### src/hw/rtl/srim_ram.sv
`timescale 1ns / 1ps
`default_nettype none

module srim_ram #(
    parameter  int WIDTH = 8,
    parameter  int DEPTH = 2,
    localparam int AW    = (DEPTH > 1) ? $clog2(DEPTH) : 1
) (
    input  wire              i_clk,
    input  wire              i_we,
    input  wire [AW-1:0]     i_waddr,
    input  wire [WIDTH-1:0]  i_wdata,
    input  wire [AW-1:0]     i_raddr,
    output logic [WIDTH-1:0] o_rdata
);

    logic [WIDTH-1:0] r_mem [DEPTH];

    always_ff @(posedge i_clk) begin
        if (i_we) begin
            r_mem[i_waddr] <= i_wdata;
        end
        o_rdata <= r_mem[i_raddr];
    end

endmodule

`default_nettype wire
### config.mk
export PLATFORM = sky130hd
export DESIGN_NAME = srim_ram
export DESIGN_NICKNAME = d
export VERILOG_FILES = /design/src/hw/rtl/srim_ram.sv
export SDC_FILE = /design/constraint.sdc
export NUM_CORES = 1
export LEC_CHECK = 0
export ABC_CLOCK_PERIOD_IN_PS = 1200
export BUFFER_PORTS_ARGS = -buffer_cell sky130_fd_sc_hd__buf_2
export CAP_MARGIN = 20
export CELL_PAD_IN_SITES_DETAIL_PLACEMENT = 1
export CELL_PAD_IN_SITES_GLOBAL_PLACEMENT = 1
export CORE_UTILIZATION = 41
export CTS_CLUSTER_SIZE = 40
export DETAILED_ROUTE_END_ITERATION = 8
export PLACE_DENSITY_LB_ADDON = 0.3
export SYNTH_ARGS = -nofsm -noshare
export SYNTH_HDL_FRONTEND = slang
export SYNTH_SLANG_ARGS = --single-unit
### constraint.sdc
create_clock -name i_clk -period 1.2 [get_ports i_clk]
set_clock_uncertainty 0.05 [all_clocks]
set_input_delay 0.24 -clock i_clk [delete_from_list [all_inputs] [get_ports i_clk]]
set_output_delay 0.24 -clock i_clk [all_outputs]
set_load 0.02 [all_outputs]
# Word-level counts from Yosys, hierarchy flattened
# Memory sizes are Yosys's and may differ from the RTL's. A register that Yosys moved wholly into a read port is not among the register bits.
# Cells that the tools add are included.
# totals
reg_bits	0
latchBits	0
mem_bits_rw	16
romBits	0
output_inout_bits	8
memories	1
# op_classes
add_sub_neg	0
n_mul	0
div_mod_pow	0
n_lt_le_gt_ge	0
n_eq_ne	0
n_shift	0
n_mux	2
n_bitwise	0
n_reduce_logical	0
# memory_table
name	depth	width	read_ports	rd_clocked_by_memory_dff	wr	line_no	rtl
r_mem	2	8	1	1	1	17	logic [WIDTH-1:0] r_mem [DEPTH];
# op_table
op	n
two-way mux 1 bit	2

# Depth between registers and ports, before layout
# logic_depth
ltp_word	2
ltp_mapped	2

# Worst setup path before layout
# OpenSTA, ideal clock, no wires.
# synth_path
path_type	input to register
startpoint	input port i_we
endpoint	memory r_mem[0][0] (enable)
t_arrival_ps	660
required_ps	777
setup_slack_ps	117
cell_stages	1
cell_sequence	nor2b_1
# synth_via
elab_chain_len	2
# synth_lines
element	line_no	rtl
from (decl)	10	input wire i_we,
two-way mux 1 bit	20	if (i_we) begin
two-way mux 1 bit (not written as such)	21	r_mem[i_waddr] <= i_wdata;
to (decl)	17	
# No other way between the ends.

# Worst setup path in the final report
# layout_path
startpoint	register o_rdata[3] (read register of r_mem)
endpoint	output port o_rdata[3]
# layout_rtl
element	line_no	rtl
from (decl)	14	output logic [WIDTH-1:0] o_rdata
# No word-level cell between the ends.

==> results.ini <==
[route]
detail_route.first_pass.iterations=2
detailroute.via_count=364
vias_per_cell=4.39
detail_route.drc_violations=0
drt-initial-drc-count=5
detail_route.wirelength_um=1030
ant_nets=0
wl_per_cell_um=12.4

[yosys]
postSynth.topFlopCell=sky130_fd_sc_hd__edfxtp_1
main_combinational_cell_family_by_area_after_synthesis=multiplexers
post_synth_mux_area_share_pct=15.3
synth_xor_area_share_pct=0
yosysUniqueCellTypes=6
synth_top_cells_by_count=sky130_fd_sc_hd__edfxtp_1 (16), sky130_fd_sc_hd__dfxtp_1 (8), sky130_fd_sc_hd__mux2_4 (8)
ys.warnings.count=0
synth_top_area_share_pct=61.2
synth_sequential_area_ratio_pct=81.7
synth_seq_cells=24
synthMostInstantiatedCell=sky130_fd_sc_hd__edfxtp_1
synth_top_area_cell=sky130_fd_sc_hd__edfxtp_1
avgSynthCellArea_um2=22.4
synthAdderAreaFrac_pct=0
synth_edf_count=16
main_area_contributors_after_synthesis=sky130_fd_sc_hd__edfxtp_1 (61%), sky130_fd_sc_hd__dfxtp_1 (20%), sky130_fd_sc_hd__mux2_4 (15%), sky130_fd_sc_hd__buf_6 (1.4%), sky130_fd_sc_hd__and2_1 (0.80%)
netlist_instances=35
syn_area_um2=785
complex_gate_fraction_of_the_synthesized_area_pct=0
synth_simple_gate_area_share_pct=1.59
syn_nets=47
synthArstFlopShare_pct=0

[cts]
tritoncts.num_buffers=3
ctsResizeCount=0
clkSlewWorstSetupHoldPaths_ns=0.12
clockRootBuffer=sky130_fd_sc_hd__clkbuf_4
holdBufCountCts=0
clock_tree_from_tritoncts=built
h-tree-depth=1
cts_num_sinks=24
cts_max_path_buffers=2
cts_setup_buffers=0
source_to_sink_clock_delay_at_the_later_pin_of_the_worst_skew_pair_ns=0.30

[sta]
post-route-worst-setup-slack_ns=0.114
max-slew-margin-rel_pct=74.7
timing.setup.tns_ns=0
drv_slew=0
setup_repair_after_global_routing_missed_its_margin=no
clock.fmax_mhz=920
max_slew.worst_pin.slew_ns=0.379
final_report_setup_violation_count=0
period_needed_ns=1.09
fin_crit_sh_pct=90.5
final_hold_viol_count=0

[global_route]
first_pass_grt_wire_length_um=1590
number_of_global_route_vias_before_repair=377
grt_max_degree=14
groute.usage.overall_pct=11.7
grt_antenna_before_repair=0
grt.overflow.total=0

[floorplan]
core_region_area_um2=1760
fp-row-count=15
ios=20
die_width_um=45.7
initial_utilization_pct=44.5
fp.dieH_um=45.7
design.die.area_um2=2090

[final_layout]
layout-drive-gt1-share_pct=53.4
layout-area-overhead-vs-synth_pct=19.0
antenna_cells=0
total_number_of_nets_in_the_final_design=71

[critical_path]
worstPathBufferInverterCount=1
worstPathCellList=buf_2
startpoint_type=flop
crit_path_end_kind=primary output
cp.required_ns=0.91
worstSetupPathType=reg2out
cpPeakStageDelay_ns=0.34
worst_path_dominant_cell_family=flip-flops
worstPathArrival_ns=0.80
critPathSlowestCell=sky130_fd_sc_hd__dfxtp_1
crit_fanout=1

[status]
outcome=finished, final reports clean

[min_path]
holdCritPathClass=in2reg

[placed_design]
gp_congestion=0.690
port_buffers=19
dp_hpwl_um=777
pre_cts_ws_ns=0.103

[run]
max_cap_violations=0

[power]
irDropWorstVdd_mv=0.783
cellLeakagePower_nw=0.383
power_density_nw_per_um2=1540

layout by cell type, fill, tap and decap left out:
cell and n:
sky130_fd_sc_hd__mux2_4 8, sky130_fd_sc_hd__nor2b_1 1, sky130_fd_sc_hd__dfxtp_1 8, sky130_fd_sc_hd__and2_1 1, sky130_fd_sc_hd__buf_4 1, sky130_fd_sc_hd__clkinv_1 1, sky130_fd_sc_hd__buf_2 19, sky130_fd_sc_hd__edfxtp_1 16
sky130_fd_sc_hd__clkbuf_4 3
metrics by stage:
| step | instance area [um2] | total power [mW] | hold slack (ns) | instances | util [%] |
|---|---|---|---|---|---|
| finish | 933 | 1.44 | 0.0695 | 83 | 52.9 |
| global route | 933 | 1.51 | 0.0441 | 83 | 52.9 |
| CTS | 933 | 1.46 | 0.0564 | 83 | 52.9 |
| detailed placement | 907 | 1.12 | 0.381 | 79 | 51.4 |
| global placement | 907 | 1.12 | 0.380 | 79 | 51.4 |
| floorplan | 785 | 1.07 | 0.289 | 35 | - |
area by class of cell:
cell class                      instances  area [um2]
Clock buffer                            3        22.5
Clock inverter                          1        3.75
Fill cell                             182         831
Timing Repair Buffer                   20         103
Sequential cell                        24         641
Tap cell                               25        31.3
Multi-Input combinational cell         10         133
path summary, 6_finish.rpt:
kind	from	end	slack, ns	cells after the start
min reg2reg	r_mem[0][5]	o_rdata[5]	0.44	1
max	o_rdata[3]	o_rdata[3]	0.11	1
min	i_wdata[0]	r_mem[0][0]	0.07	1
max reg2reg	r_mem[0][4]	o_rdata[4]	0.39	1
where the power goes:
part,switching (mW),internal (mW)
clock network,0.216,0.121
logic,0.0707,0.0685
registers,0.0156,0.946
sequential cells by signal, indices dropped and copies added (netlist names):
| signal | flops |
|---|---|
| r_mem | 16 |
| o_rdata | 8 |
kinds of logic (layout without fill, tap and decap cells):
kind of cell	count (synthesis)	count (layout)
flops	24	24
buf+inv	1	24
mux	8	8
simple gates	2	2
layer usage:
layer | up-vias | wire [um] | track usage, %
met2 | 12 | 586 | 20.3
met1 | 177 | 396 | 13.2
met5 | - | 0 | 0
met3 | 0 | 43 | 3.57
met4 | 0 | 0 | 5.29
li1 | 175 | - | -
Note: power is estimated with default switching activity, not from simulation.
